===== src/rtl/core/rfr_pkg.sv =====
`timescale 1ns / 1ps
`default_nettype none
// ----------------------------------------------------------------------------
// rfr_pkg
// Shared types, codes and helpers of the rectangle raster engine.
// ----------------------------------------------------------------------------
package rfr_pkg;

  localparam int DEF_MAX_WIDTH  = 256;
  localparam int DEF_MAX_HEIGHT = 256;
  localparam int DEF_CLIP_DEPTH = 16;

  localparam logic [8:0]  RST_IMAGE_WIDTH  = 9'd256;
  localparam logic [8:0]  RST_IMAGE_HEIGHT = 9'd256;
  localparam logic [31:0] RST_CLEAR_COLOR  = 32'hFFFF_FFFF;

  localparam logic [2:0] CMD_FILL    = 3'd0;
  localparam logic [2:0] CMD_STROKE  = 3'd1;
  localparam logic [2:0] CMD_SAVE    = 3'd2;
  localparam logic [2:0] CMD_RESTORE = 3'd3;
  localparam logic [2:0] CMD_CLIP    = 3'd4;
  localparam logic [2:0] CMD_CLEAR   = 3'd5;
  localparam logic [2:0] CMD_READ    = 3'd6;

  localparam logic [2:0] K_FILL    = 3'd0;
  localparam logic [2:0] K_STROKE  = 3'd1;
  localparam logic [2:0] K_SAVE    = 3'd2;
  localparam logic [2:0] K_RESTORE = 3'd3;
  localparam logic [2:0] K_CLIP    = 3'd4;
  localparam logic [2:0] K_CLEAR   = 3'd5;
  localparam logic [2:0] K_READ    = 3'd6;
  localparam logic [2:0] K_NOP     = 3'd7;

  localparam logic [1:0] ST_DONE      = 2'd0;
  localparam logic [1:0] ST_SAVE_FULL = 2'd1;
  localparam logic [1:0] ST_READ_OUT  = 2'd2;

  localparam logic [1:0] REG_WIDTH  = 2'd0;
  localparam logic [1:0] REG_HEIGHT = 2'd1;
  localparam logic [1:0] REG_COLOR  = 2'd2;

  localparam logic [11:0] MIN_STROKE = 12'd16;

  typedef struct packed {
    logic [2:0]         kind;
    logic signed [15:0] rect_x;
    logic signed [15:0] rect_y;
    logic signed [15:0] rect_width;
    logic signed [15:0] rect_height;
    logic [11:0]        stroke_size;
    logic [7:0]         red;
    logic [7:0]         green;
    logic [7:0]         blue;
    logic [7:0]         alpha;
  } entry_t;

  typedef struct packed {
    logic [8:0]  width;
    logic [8:0]  height;
    logic [31:0] color;
  } cfg_t;

  function automatic logic [12:0] act_dim(input logic [8:0] v, input int mx);
    logic [12:0] r;
    if (v == 9'd0) r = 13'd1;
    else if (int'(v) > mx) r = 13'(mx);
    else r = 13'(v);
    return r;
  endfunction

endpackage
`default_nettype wire


===== src/rtl/core/rfr_queue.sv =====
`timescale 1ns / 1ps
`default_nettype none
// ----------------------------------------------------------------------------
// rfr_queue
// Two-entry command queue between intake and raster engine.
// ----------------------------------------------------------------------------
module rfr_queue (
  input  wire logic             clk,
  input  wire logic             rst,
  input  wire logic             push_valid,
  output logic                  push_ready,
  input  wire rfr_pkg::entry_t  push_data,
  output logic                  pop_valid,
  input  wire logic             pop_ready,
  output rfr_pkg::entry_t       pop_data
);
  rfr_pkg::entry_t slots [2];
  logic       wp;
  logic       rp;
  logic [1:0] count;
  logic       do_push;
  logic       do_pop;

  assign push_ready = (count != 2'd2);
  assign pop_valid  = (count != 2'd0);
  assign pop_data   = slots[rp];
  assign do_push    = push_valid && push_ready;
  assign do_pop     = pop_valid && pop_ready;

  always_ff @(posedge clk) begin
    if (rst) begin
      wp    <= 1'b0;
      rp    <= 1'b0;
      count <= 2'd0;
    end else begin
      if (do_push) begin
        slots[wp] <= push_data;
        wp        <= ~wp;
      end
      if (do_pop) begin
        rp <= ~rp;
      end
      count <= count + 2'(do_push) - 2'(do_pop);
    end
  end
endmodule
`default_nettype wire


===== config.mk =====
export PLATFORM = sky130hd
export DESIGN_NAME = rfr_queue
export DESIGN_NICKNAME = d
export VERILOG_FILES = /design/src/rtl/core/rfr_pkg.sv /design/src/rtl/core/rfr_queue.sv
export SDC_FILE = /design/constraint.sdc
export NUM_CORES = 1
export LEC_CHECK = 0
export ABC_AREA = 1
export BUFFER_PORTS_ARGS = -buffer_cell sky130_fd_sc_hd__buf_4
export CORE_UTILIZATION = 52
export DETAILED_ROUTE_END_ITERATION = 7
export PLACE_DENSITY_LB_ADDON = 0.25
export SYNTH_ARGS = -nofsm -noshare
export SYNTH_HDL_FRONTEND = slang
export SYNTH_SLANG_ARGS = --single-unit

===== constraint.sdc =====
create_clock -name clk -period 14.3 [get_ports clk]
set_input_delay 2.86 -clock clk [delete_from_list [all_inputs] [get_ports clk]]
set_output_delay 2.86 -clock clk [all_outputs]
set_load 0.03 [all_outputs]

# After elaboration in Yosys (flattened, before gate mapping)
# Memories as Yosys holds them, arrays and structs flattened. A register that Yosys moved wholly into a read port is not among the register bits.
# Cells that the tools add are included.
# W data, S select, Z words.
# op_classes
addsub	2
mul	0
n_div	0
order_cmp	0
n_eq_ne	1
n_shift	0
n_mux	5
bitwise_logic	2
reduce_logical	3
# ops
cell	n
$mux W1	5
$add A2 B1 Y2	1
$logic_and A1 B1 Y1	2
$ne A2 B2 Y1 const B	1
$not A1 Y1	2
$reduce_bool A2 Y1	1
$sub A2 B1 Y2	1
# totals
ff_bits	4
latchBits	0
ramBits	222
mem_bits_ro	0
input_bits	115
out_inout_bits	113
elab_cells	17
memories	1
# mem_list
name	depth	word_bits	read_ports	rd_ports_with_merged_regs	write_ports	line	rtl
slots	2	111	1	1	1	rfr_queue.sv:17	rfr_pkg::entry_t slots [2];

# Depth between registers and ports, before layout
# logic_depth
word_depth	5
ltp_mapped	11
depth_no_buf	11

# Least setup slack after synthesis
# No wires, ideal clock.
# synth_timing
path_type	input port to flip-flop
startpoint	in push_valid
endpoint	mem slots[1][0] in the netlist's numbering, enable pin
setup_ps	717
arrival_time_ps	10482
t_required_ps	13583
setup_slack_ps	3101
path_stages	2
n_path_buf	0
cell_sequence	nand2_1 > nor3_1
# synth_between
elab_chain_len	4
# synth_lines
item	line	rtl
start, declared	rfr_queue.sv:10	input wire logic push_valid,
$logic_and A1 B1 Y1	rfr_queue.sv:27	assign do_push = push_valid && push_ready;
$mux W1	rfr_queue.sv:36	if (do_push) begin
$mux W1	rfr_queue.sv:31	if (rst) begin
$mux W1 (not written as such)	rfr_queue.sv:37	slots[wp] <= push_data;
end, declared	rfr_queue.sv:17	
# Every way passes these cells.

==> results.md <==
| Item | Value |
|---|---|
| Status | completed |
| Depth of the worst register-to-register path | 6 |
| Worst relative slew slack | 33.0% |
| GR Overflow Total | 0 |
| Kind of launch point of the worst setup path | flip-flop |
| Fraction of the yosys area taken by sequential cells | 81.7% |
| Total CTS buffers | 23 |
| Cells after DPL | 815 |
| Global placement routability congestion | 0.748 |
| Via/cell ratio | 5.03 |
| Area growth, synth to finish | 31.8% |
| Synthesized area per cell | 21.6 um2 |
| Core outline area | 0.0154 mm2 |
| Total power divided by cell area | 174 mW/mm2 |
| Slowest cell on the critical path | buf_4 |
| Final worst clock skew | 0.0209 ns |
| Clk Latency, worst-skew pair | 0.50 ns |
| Number of routed nets with antenna violations | 0 |
| I/O Pins | 228 |
| Minimum clock period | 5.56 ns |
| Final routed DRC violation total | 0 |
| Syn Inst Count | 383 |
| Clock tree from TritonCTS | yes |
| Gate family responsible for the most delay along the worst path | buffers and inverters |
| Number of buffers added to fix hold violations after cts | 0 |
| RSZ-0062 raised after global routing | no |
| Via count of the first global-routing pass | 4564 |
| Tightest hold margin | 0.550 ns |
| Type of the worst setup path | reg -> out |
| Hold crit path type | reg -> reg |
| Die footprint | 0.0164 mm2 |
| Critical Path Max Stage Delay | 0.78 ns |
| Crit Path Max Fanout | 74 |
| Initial antenna violation count | 0 |
| Maximum number of pins on one net before global-route repair | 75 |
| TritonCTS Sinks | 227 |
| Worst Path Buf+Inv | 2 |
| Top cell by count, worst path | buf_4 |
| First-pass GRT wire length | 23.0 mm |
| Setup fix buffers added after clock tree synthesis | 0 |
| Count of max-cap constraint violations | 0 |
| Final total power | 1.90 mW |
| Worst-margin pin slew | 1.00 ns |
| Per-cell routed wire length | 17.9 um |
| Initial core utilization | 53.9% |
| Total number of placement rows | 45 |
| Die outline height | 128 um |
| Max Transition Viols Final | 0 |
| Die X | 128 um |
| Final-report setup violation count | 0 |
| Filler cell count in the final layout | 1001 |
| Global router's overall resource usage | 18.5% |
| Critical path capture point type | output port |
| Maximum clock rate | 180 MHz |
| Final wirelength | 15.3 mm |
| Total nets after synthesis | 500 |
| Buffer cell driving the clock tree root | clkbuf_16 |
| Final cell count without fillers | 856 |
| Final clock period utilization by the worst path | 38.9% |
| Data required time at the worst endpoint | 11.44 ns |
| Final Hold Vio Count | 0 |
| Number of synthesis warnings | 0 |
| Data arrival time of the worst path | 2.70 ns |
| Peak supply drop | 0.000152 V |
| Max H-tree Level | 1 |
| Min-Delay Path Depth | 2 |
| Cell breakdown of the critical path | buf_4 > mux2_2 > buf_4 |
| Syn Std Cell Area | 0.00829 mm2 |
| Number of instances resized during post-cts repair | 0 |
| Clock transition at the registers of the reported paths | 0.06 ns |
| Total number of nets in the final design | 746 |
| Setup TNS | 0 ns |
| Proportion of layout cells with a drive suffix above 1 | 58.6% |
| Stages on the worst setup path | 3 |
| Standby leakage power | 4.05 nW |
| Maximum clock insertion buffer count | 3 |
| Post-DP HPWL | 10.1 mm |
| Post-synthesis cell type count | 13 |
| Drt first-iter violations | 246 |
| Antenna Cells | 0 |
| Register bit count reported by yosys | 227 |
| Count of port buffers added during placement | 227 |
| Number of optimization iterations in the first detailed-route pass | 4 |
| Detailed-route via count | 4306 |
==> state kept, by name (all words and copies together), names as in the netlist, named ones only <==
name / flops
slots: 222
count: 2
rp: 1
wp: 1
==> synth_stat cells <==
| master | n | area share, % |
|---|---|---|
| edfxtp_1 | 222 | 80 |
| nor2_1 | 9 | 0.41 |
| mux2_2 | 111 | 15 |
| o21ai_0 | 1 | 0.060 |
| buf_6 | 10 | 1.4 |
| ha_1 | 2 | 0.30 |
| inv_1 | 8 | 0.36 |
| a21oi_1 | 1 | 0.060 |
| nand2_1 | 9 | 0.41 |
| nor3_1 | 1 | 0.060 |
| nand3_1 | 2 | 0.12 |
| dfxtp_1 | 5 | 1.2 |
| buf_2 | 2 | 0.12 |
==> worst register-to-register path, stage by stage (launching register included) <==
cell	delay, ns
dfxtp_1	0.35
inv_1	0.06
nand2_1	0.08
nand2_1	0.17
nor2_4	0.52
buf_4	0.62
buf_4	0.66
==> per-layer routing <==
layer | vias up | track usage (%) | wire (um)
met5 | - | 0 | 0
met4 | 0 | 6.71 | 355
met3 | 30 | 5.88 | 1240
met2 | 164 | 33.0 | 8070
met1 | 2115 | 20.6 | 5630
li1 | 1997 | - | -
==> kinds of logic (layout without fill, tap and decap cells) <==
logic type	after synthesis	count (layout)	share of synthesized area, %
flops	227	227	81.7
mux	111	111	15.1
compound gates	2	2	0.121
simple gates	21	21	0.996
buf+inv	20	282	1.84
fa+ha+maj	2	2	0.302
==> cells in the final DEF (no fill, tap or decap), types with 2 or more instances in the layout <==
master	instances
buf_4	233
bufinv_16	2
clkbuf_1	4
clkbuf_16	23
clkbuf_8	2
clkinv_1	6
dfxtp_1	4
edfxtp_1	222
ha_1	2
inv_1	8
mux2_2	111
nand2_1	9
nand3_1	2
nor2_1	8
==> path summary, 6_finish.rpt <==
path	startpoint	end	slack [ns]
max	flip-flop	pop_data[23]	8.74
min	rp	flip-flop	0.55
max reg2reg	count[0]	slots[0][15]	11.44
min reg2reg	rp	flip-flop	0.55
==> power breakdown <==
| part | switching (mW) | total, mW | internal (mW) |
|---|---|---|---|
| clock | 0.233 | 0.574 | 0.341 |
| combinational | 0.293 | 0.499 | 0.206 |
| sequential | 0.0256 | 0.824 | 0.798 |
==> through the flow <==
step	cell area (um2)	utilization (%)	worst slack, ns
floorplan	8290	-	3.10
global placement	10200	66.3	8.97
detailed placement	10200	66.3	8.88
CTS	10900	71.1	8.72
global route	10900	71.1	8.61
finish	10900	71.1	8.74
==> area by class of cell <==
class | count | area, um2 | area share (%)
clock buffer | 29 | 618 | 5.66
clock inverter | 12 | 113 | 1.03
inverter | 8 | 30.0 | 0.275
multi-input combinational | 136 | 1380 | 12.6
sequential | 227 | 6770 | 62.0
tap | 211 | 264 | 2.42
timing repair buffer | 233 | 1750 | 16.0
Power figures use the tool's default switching activity.
