==> config.mk <==
export PLATFORM = sky130hd
export DESIGN_NAME = rfr_front_flat
export DESIGN_NICKNAME = d
export VERILOG_FILES = /design/src/rtl/core/rfr_pkg.sv /design/src/rtl/core/rfr_if.sv /design/src/rtl/core/rfr_front.sv /design/src/flat_wrapper.sv
export SDC_FILE = /design/constraint.sdc
export NUM_CORES = 1
export LEC_CHECK = 0
export ABC_AREA = 1
export BUFFER_PORTS_ARGS = -buffer_cell sky130_fd_sc_hd__buf_4
export CAP_MARGIN = 10
export CORE_AREA = 2 2 87 89
export DETAILED_ROUTE_END_ITERATION = 8
export DIE_AREA = 0 0 89 91
export GPL_ROUTABILITY_DRIVEN = 0
export PLACE_DENSITY = 0.6
export SLEW_MARGIN = 20
export SYNTH_ARGS = -nofsm -noshare
export SYNTH_HDL_FRONTEND = slang
export SYNTH_SLANG_ARGS = --single-unit
==> constraint.sdc <==
create_clock -name vclk -period 1.05
set_clock_uncertainty 0.05 [all_clocks]
set_input_delay 0.1575 -clock vclk [all_inputs]
set_output_delay 0.1575 -clock vclk [all_outputs]
set_load 0.03 [all_outputs]
==> src/rtl/core/rfr_pkg.sv <==
`timescale 1ns / 1ps
`default_nettype none
// ----------------------------------------------------------------------------
// rfr_pkg
// Shared types, codes and helpers of the rectangle raster engine.
// ----------------------------------------------------------------------------
package rfr_pkg;

  localparam int DEF_MAX_WIDTH  = 256;
  localparam int DEF_MAX_HEIGHT = 256;
  localparam int DEF_CLIP_DEPTH = 16;

  localparam logic [8:0]  RST_IMAGE_WIDTH  = 9'd256;
  localparam logic [8:0]  RST_IMAGE_HEIGHT = 9'd256;
  localparam logic [31:0] RST_CLEAR_COLOR  = 32'hFFFF_FFFF;

  localparam logic [2:0] CMD_FILL    = 3'd0;
  localparam logic [2:0] CMD_STROKE  = 3'd1;
  localparam logic [2:0] CMD_SAVE    = 3'd2;
  localparam logic [2:0] CMD_RESTORE = 3'd3;
  localparam logic [2:0] CMD_CLIP    = 3'd4;
  localparam logic [2:0] CMD_CLEAR   = 3'd5;
  localparam logic [2:0] CMD_READ    = 3'd6;

  localparam logic [2:0] K_FILL    = 3'd0;
  localparam logic [2:0] K_STROKE  = 3'd1;
  localparam logic [2:0] K_SAVE    = 3'd2;
  localparam logic [2:0] K_RESTORE = 3'd3;
  localparam logic [2:0] K_CLIP    = 3'd4;
  localparam logic [2:0] K_CLEAR   = 3'd5;
  localparam logic [2:0] K_READ    = 3'd6;
  localparam logic [2:0] K_NOP     = 3'd7;

  localparam logic [1:0] ST_DONE      = 2'd0;
  localparam logic [1:0] ST_SAVE_FULL = 2'd1;
  localparam logic [1:0] ST_READ_OUT  = 2'd2;

  localparam logic [1:0] REG_WIDTH  = 2'd0;
  localparam logic [1:0] REG_HEIGHT = 2'd1;
  localparam logic [1:0] REG_COLOR  = 2'd2;

  localparam logic [11:0] MIN_STROKE = 12'd16;

  typedef struct packed {
    logic [2:0]         kind;
    logic signed [15:0] rect_x;
    logic signed [15:0] rect_y;
    logic signed [15:0] rect_width;
    logic signed [15:0] rect_height;
    logic [11:0]        stroke_size;
    logic [7:0]         red;
    logic [7:0]         green;
    logic [7:0]         blue;
    logic [7:0]         alpha;
  } entry_t;

  typedef struct packed {
    logic [8:0]  width;
    logic [8:0]  height;
    logic [31:0] color;
  } cfg_t;

  function automatic logic [12:0] act_dim(input logic [8:0] v, input int mx);
    logic [12:0] r;
    if (v == 9'd0) r = 13'd1;
    else if (int'(v) > mx) r = 13'(mx);
    else r = 13'(v);
    return r;
  endfunction

endpackage
`default_nettype wire

==> src/rtl/core/rfr_if.sv <==
`timescale 1ns / 1ps
`default_nettype none
// ----------------------------------------------------------------------------
// rfr_if
// Command and result channel interfaces.
// ----------------------------------------------------------------------------
interface rfr_cmd_if;
  logic               valid;
  logic               ready;
  logic [2:0]         command;
  logic signed [15:0] rect_x;
  logic signed [15:0] rect_y;
  logic signed [15:0] rect_width;
  logic signed [15:0] rect_height;
  logic [11:0]        stroke_size;
  logic [7:0]         red;
  logic [7:0]         green;
  logic [7:0]         blue;
  logic [7:0]         alpha;
  modport source(output valid, command, rect_x, rect_y, rect_width, rect_height,
                 stroke_size, red, green, blue, alpha, input ready);
  modport sink(input valid, command, rect_x, rect_y, rect_width, rect_height,
               stroke_size, red, green, blue, alpha, output ready);
endinterface

`default_nettype wire

==> src/rtl/core/rfr_front.sv <==
`timescale 1ns / 1ps
`default_nettype none
// ----------------------------------------------------------------------------
// rfr_front
// Command intake: decodes the command class and clamps the stroke width.
// ----------------------------------------------------------------------------
module rfr_front (
  rfr_cmd_if.sink              cmd,
  output logic                 push_valid,
  input  wire logic            push_ready,
  output rfr_pkg::entry_t      push_data
);
  logic [2:0] kind;

  always_comb begin
    case (cmd.command)
      rfr_pkg::CMD_FILL:    kind = rfr_pkg::K_FILL;
      rfr_pkg::CMD_STROKE:  kind = rfr_pkg::K_STROKE;
      rfr_pkg::CMD_SAVE:    kind = rfr_pkg::K_SAVE;
      rfr_pkg::CMD_RESTORE: kind = rfr_pkg::K_RESTORE;
      rfr_pkg::CMD_CLIP:    kind = rfr_pkg::K_CLIP;
      rfr_pkg::CMD_CLEAR:   kind = rfr_pkg::K_CLEAR;
      rfr_pkg::CMD_READ:    kind = rfr_pkg::K_READ;
      default:              kind = rfr_pkg::K_NOP;
    endcase
  end

  always_comb begin
    push_data.kind         = kind;
    push_data.rect_x       = cmd.rect_x;
    push_data.rect_y       = cmd.rect_y;
    push_data.rect_width   = cmd.rect_width;
    push_data.rect_height  = cmd.rect_height;
    push_data.stroke_size  = (cmd.stroke_size < rfr_pkg::MIN_STROKE) ?
                             rfr_pkg::MIN_STROKE : cmd.stroke_size;
    push_data.red          = cmd.red;
    push_data.green        = cmd.green;
    push_data.blue         = cmd.blue;
    push_data.alpha        = cmd.alpha;
  end

  assign push_valid = cmd.valid;
  assign cmd.ready  = push_ready;
endmodule
`default_nettype wire

==> src/flat_wrapper.sv <==
// flat-port wrapper written by rule: the top's interface ports become plain ports
module rfr_front_flat 
  (push_valid, push_ready, push_data, cmd_valid, cmd_command, cmd_rect_x, cmd_rect_y, cmd_rect_width, cmd_rect_height, cmd_stroke_size, cmd_red, cmd_green, cmd_blue, cmd_alpha, cmd_ready);
  rfr_cmd_if cmd_i ();
  output logic push_valid;
  input  wire logic push_ready;
  output rfr_pkg::entry_t push_data;
  input wire logic [$bits(cmd_i.valid)-1:0] cmd_valid;
  input wire logic [$bits(cmd_i.command)-1:0] cmd_command;
  input wire logic [$bits(cmd_i.rect_x)-1:0] cmd_rect_x;
  input wire logic [$bits(cmd_i.rect_y)-1:0] cmd_rect_y;
  input wire logic [$bits(cmd_i.rect_width)-1:0] cmd_rect_width;
  input wire logic [$bits(cmd_i.rect_height)-1:0] cmd_rect_height;
  input wire logic [$bits(cmd_i.stroke_size)-1:0] cmd_stroke_size;
  input wire logic [$bits(cmd_i.red)-1:0] cmd_red;
  input wire logic [$bits(cmd_i.green)-1:0] cmd_green;
  input wire logic [$bits(cmd_i.blue)-1:0] cmd_blue;
  input wire logic [$bits(cmd_i.alpha)-1:0] cmd_alpha;
  output wire logic [$bits(cmd_i.ready)-1:0] cmd_ready;
  assign cmd_i.valid = cmd_valid;
  assign cmd_i.command = cmd_command;
  assign cmd_i.rect_x = cmd_rect_x;
  assign cmd_i.rect_y = cmd_rect_y;
  assign cmd_i.rect_width = cmd_rect_width;
  assign cmd_i.rect_height = cmd_rect_height;
  assign cmd_i.stroke_size = cmd_stroke_size;
  assign cmd_i.red = cmd_red;
  assign cmd_i.green = cmd_green;
  assign cmd_i.blue = cmd_blue;
  assign cmd_i.alpha = cmd_alpha;
  assign cmd_ready = cmd_i.ready;
  rfr_front u_core (.cmd(cmd_i), .push_valid(push_valid), .push_ready(push_ready), .push_data(push_data));
endmodule
# Word level (Yosys, flattened, before mapping)
# Index checks and enable logic that the tools add are counted.
# op_classes
magnitude_cmp	1
eq_ne	6
n_mux	2
n_reduce_logical	1
# ops
operator	n
one-hot mux 3 bit (7 select lines)	1
< comparator 12 x 5 -> 1 bit (second input constant)	1
2-to-1 mux 12 bit	1
== test 3 bit (second input constant)	3
== test 3 x 2 -> 1 bit (second input constant)	2
== test 3 x 1 -> 1 bit (second input constant)	1
logical NOT 3 bit	1
# totals
reg_bits	0
in_bits	113
output_inout_bits	113
elab_cells	10

# Logic depth before layout (Yosys ltp)
# depth
ltp_word	2
ltp_mapped	4
ltp_nobuf	4

# Least setup slack after synthesis
# Ideal clock, no wire load.
# synth_timing
kind	input to output
startpoint	input cmd_stroke_size[9]
endpoint	output push_data[36] (netlist bit)
t_arrival_ns	0.809
required_time_ns	0.842
path_slack_ns	0.033
path_stages	3
n_path_buf	0
path_cell_list	nor2_1 nand2_1 o21bai_1
# synth_rtl
element	line_no	source
from (decl)	flat_wrapper.sv:14	input wire logic [$bits(cmd_i.stroke_size)-1:0] cmd_stroke_size;
to (decl)	flat_wrapper.sv:7	output rfr_pkg::entry_t push_data;

==> flow_results.xml <==
<?xml version="1.0" encoding="UTF-8"?>
<metrics>
  <group name="yosys">
    <metric name="syn-instance-count" unit="">124</metric>
    <metric name="synth.avg_cell_area" unit="µm²">6.77</metric>
    <metric name="yosysMostFrequentCell" unit="">buf_4</metric>
    <metric name="synthesis.nets" unit="">237</metric>
    <metric name="synthTopCellsByArea" unit="">buf_4 88%, clkbuf_1 4.5%, nor2_1 3.6%, inv_1 1.8%, nand2_1 0.89%</metric>
    <metric name="synth.largest_area_cell" unit="">buf_4</metric>
    <metric name="synth_cell_types" unit="">7</metric>
    <metric name="synthDominantCellAreaShare" unit="%">87.6</metric>
    <metric name="synth-seq-area-share" unit="%">0</metric>
    <metric name="yosys_warnings" unit="">0</metric>
    <metric name="post_synth_instance_area" unit="µm²">840</metric>
    <metric name="synth.top_cells.by_count" unit="">98 x buf_4, 10 x clkbuf_1, 8 x nor2_1, 4 x inv_1, 2 x nand2_1</metric>
  </group>
  <group name="grt">
    <metric name="grt_first_pass_wirelength" unit="mm">2.45</metric>
    <metric name="grt_use_total" unit="%">4.17</metric>
    <metric name="first_global_vias" unit="">377</metric>
    <metric name="grt.overflow.total" unit="">0</metric>
    <metric name="grt_start_max_net_pins" unit="">5</metric>
    <metric name="antenna_found_initial" unit="">0</metric>
  </group>
  <group name="worst_setup_path">
    <metric name="crit_slowest_cell" unit="">nor2_4</metric>
    <metric name="critical_path_end_type" unit="">output pin</metric>
    <metric name="timing.critical_path.cells" unit="">buf_8 &gt; nor2_4 &gt; nand2_2 &gt; nor2_4 &gt; nor2_1 &gt; buf_4</metric>
    <metric name="critical_path_class" unit="">primary input to output pin</metric>
    <metric name="critical_path.top_delay_family" unit="">simple AND/OR/NAND/NOR gates</metric>
    <metric name="timing.critical_path.arrival" unit="ns">0.81</metric>
    <metric name="cp.buffers_inverters" unit="">2</metric>
    <metric name="crit_path_max_incr_delay" unit="ns">0.16</metric>
    <metric name="crit_path_frequent_cell" unit="">nor2_4</metric>
    <metric name="cp_max_fo" unit="">4</metric>
    <metric name="worst_ep_required_time" unit="ns">0.84</metric>
    <metric name="critPathLaunchType" unit="">primary input</metric>
  </group>
  <group name="route">
    <metric name="post_drt_wl_per_cell" unit="µm">14.9</metric>
    <metric name="iteration_0_drc_count_of_the_detailed_router" unit="">2</metric>
    <metric name="post_route_antenna_net_violation_count" unit="">0</metric>
    <metric name="drt-pass1-iter-count" unit="">2</metric>
    <metric name="route.detailed.vias_per_inst" unit="">2.44</metric>
    <metric name="remaining_drc_errors" unit="">0</metric>
    <metric name="postRouteWirelength" unit="mm">2.08</metric>
    <metric name="route.vias.total" unit="">339</metric>
  </group>
  <group name="power">
    <metric name="netSwitchingFraction" unit="%">52.8</metric>
    <metric name="max-vdd-ir-drop" unit="V">0.0000573</metric>
    <metric name="power.share.sequential" unit="%">0</metric>
    <metric name="power.switching" unit="mW">0.0866</metric>
    <metric name="power_per_cell_area" unit="nW/µm²">383</metric>
    <metric name="total_internal_power" unit="mW">0.0772</metric>
    <metric name="combinationalPowerShare" unit="%">100.0</metric>
    <metric name="power_leakage" unit="nW">0.166</metric>
    <metric name="clockPowerShare" unit="%">0</metric>
  </group>
  <group name="timing">
    <metric name="period_minus_slack" unit="ns">1.02</metric>
    <metric name="max_freq" unit="GHz">0.983</metric>
    <metric name="max_slew_margin" unit="%">90.9</metric>
    <metric name="slew_viol_final" unit="">0</metric>
    <metric name="grt_setup_unrepaired" unit="">true</metric>
    <metric name="worst_pin_slew" unit="ns">0.135</metric>
    <metric name="timing_hold_violations_final" unit="">0</metric>
    <metric name="fin_setup_tns" unit="ns">0</metric>
    <metric name="final.period_utilization" unit="%">96.9</metric>
    <metric name="timing.final.ws_setup" unit="ns">0.0327</metric>
    <metric name="setup-violations-final" unit="">0</metric>
  </group>
  <group name="placed_design">
    <metric name="dp.final_hpwl" unit="mm">1.66</metric>
    <metric name="place.detailed.instances" unit="">139</metric>
    <metric name="io_buffer_count" unit="">24</metric>
    <metric name="detailedPlace.worstSlack" unit="ns">-0.0452</metric>
  </group>
  <group name="final_layout">
    <metric name="sequential_cell_total" unit="">0</metric>
    <metric name="antennaDiodeCount" unit="">0</metric>
    <metric name="layout.clock_buffers" unit="">0</metric>
    <metric name="post_layout_nonfiller_instances" unit="">139</metric>
    <metric name="fraction_of_layout_cells_with_a_size_suffix_above_1" unit="%">82.5</metric>
    <metric name="synthToLayoutAreaGrowth" unit="%">-49.0</metric>
    <metric name="area_used_by_sequential_logic_in_the_layout" unit="µm²">0</metric>
    <metric name="finish.net_count" unit="">155</metric>
  </group>
  <group name="run_status">
    <metric name="outcome" unit="">finished, final reports clean</metric>
  </group>
  <group name="floorplanning">
    <metric name="floorplan.die.width" unit="µm">89</metric>
    <metric name="core_area" unit="µm²">7140</metric>
    <metric name="initial_utilization" unit="%">11.8</metric>
    <metric name="floorplan.rows" unit="">31</metric>
    <metric name="die_area" unit="µm²">8100</metric>
    <metric name="io-pin-count" unit="">226</metric>
    <metric name="die-height" unit="µm">91</metric>
  </group>
  <group name="worst_hold_path">
    <metric name="worstHoldStart" unit="">cmd_blue[2]</metric>
    <metric name="min_to" unit="">push_data[10]</metric>
    <metric name="hold_path.class" unit="">primary input to output pin</metric>
    <metric name="hold_crit_depth" unit="">0</metric>
  </group>
  <group name="run">
    <metric name="max_cap_violations" unit="">0</metric>
  </group>
  <group name="cts">
    <metric name="holdBufCountCts" unit="">0</metric>
  </group>
</metrics>
-- metrics by stage --
step	hold WS (ns)	utilization [%]	power, mW	instance area, µm²
global route	0.265	6.00	0.174	428
global placement	0.265	5.19	0.142	370
detailed placement	0.265	5.19	0.143	370
floorplan	0.397	-	0.788	840
CTS	0.265	5.40	0.148	385
finish	0.265	6.00	0.164	428
-- worst max-delay path by stage --
stage                        startpoint  slack [ns]            end  cells after the start
floorplan            cmd_stroke_size[9]        0.03  push_data[36]                      3
global placement    cmd_stroke_size[11]      -0.006  push_data[35]                      6
detailed placement   cmd_stroke_size[9]       -0.05  push_data[32]                      6
CTS                  cmd_stroke_size[5]       0.003  push_data[32]                      6
global route         cmd_stroke_size[8]       -0.02  push_data[32]                      6
finish               cmd_stroke_size[8]        0.03  push_data[32]                      6
-- cell type report --
class,instances,area (µm²)
Fill cell,872,6710
Inverter,4,15.0
Multi-Input combinational cell,12,86.3
Tap cell,99,124
Timing Repair Buffer,24,203
-- power by group through the flow --
stage          logic [mW]  registers (mW)  clock network [mW]
5_1_grt             0.174               0                   0
4_1_cts             0.148               0                   0
3_3_place_gp        0.142               0                   0
6_report            0.164               0                   0
2_1_floorplan       0.788               0                   0
3_5_place_dp        0.143               0                   0
-- what timing repair did --
action,CTS,global route
buffers inserted,0,0
pin swaps,6,6
endpoints found under the setup margin,4,5
gates resized for setup,4,13
cloned,0,0
-- logic make-up after synthesis --
| family | count (synthesis) | share of synthesized area [%] |
|---|---|---|
| and+or+nand+nor | 11 | 5.22 |
| buffers and inverters | 112 | 93.9 |
| AOI/OAI and AO/OA | 1 | 0.895 |
-- cell usage in the layout (no fill, tap or decap), drive strengths merged --
master  count
buf        24
nor2        9
inv         4
nand2       2
o21bai      1
-- routing by layer --
layer	global-route usage [%]	routed length, µm
met3	5.09	586
met5	0	0
met1	1.69	236
met2	2.99	679
met4	11.7	576
No activity file was read; power rests on OpenSTA's default activity.
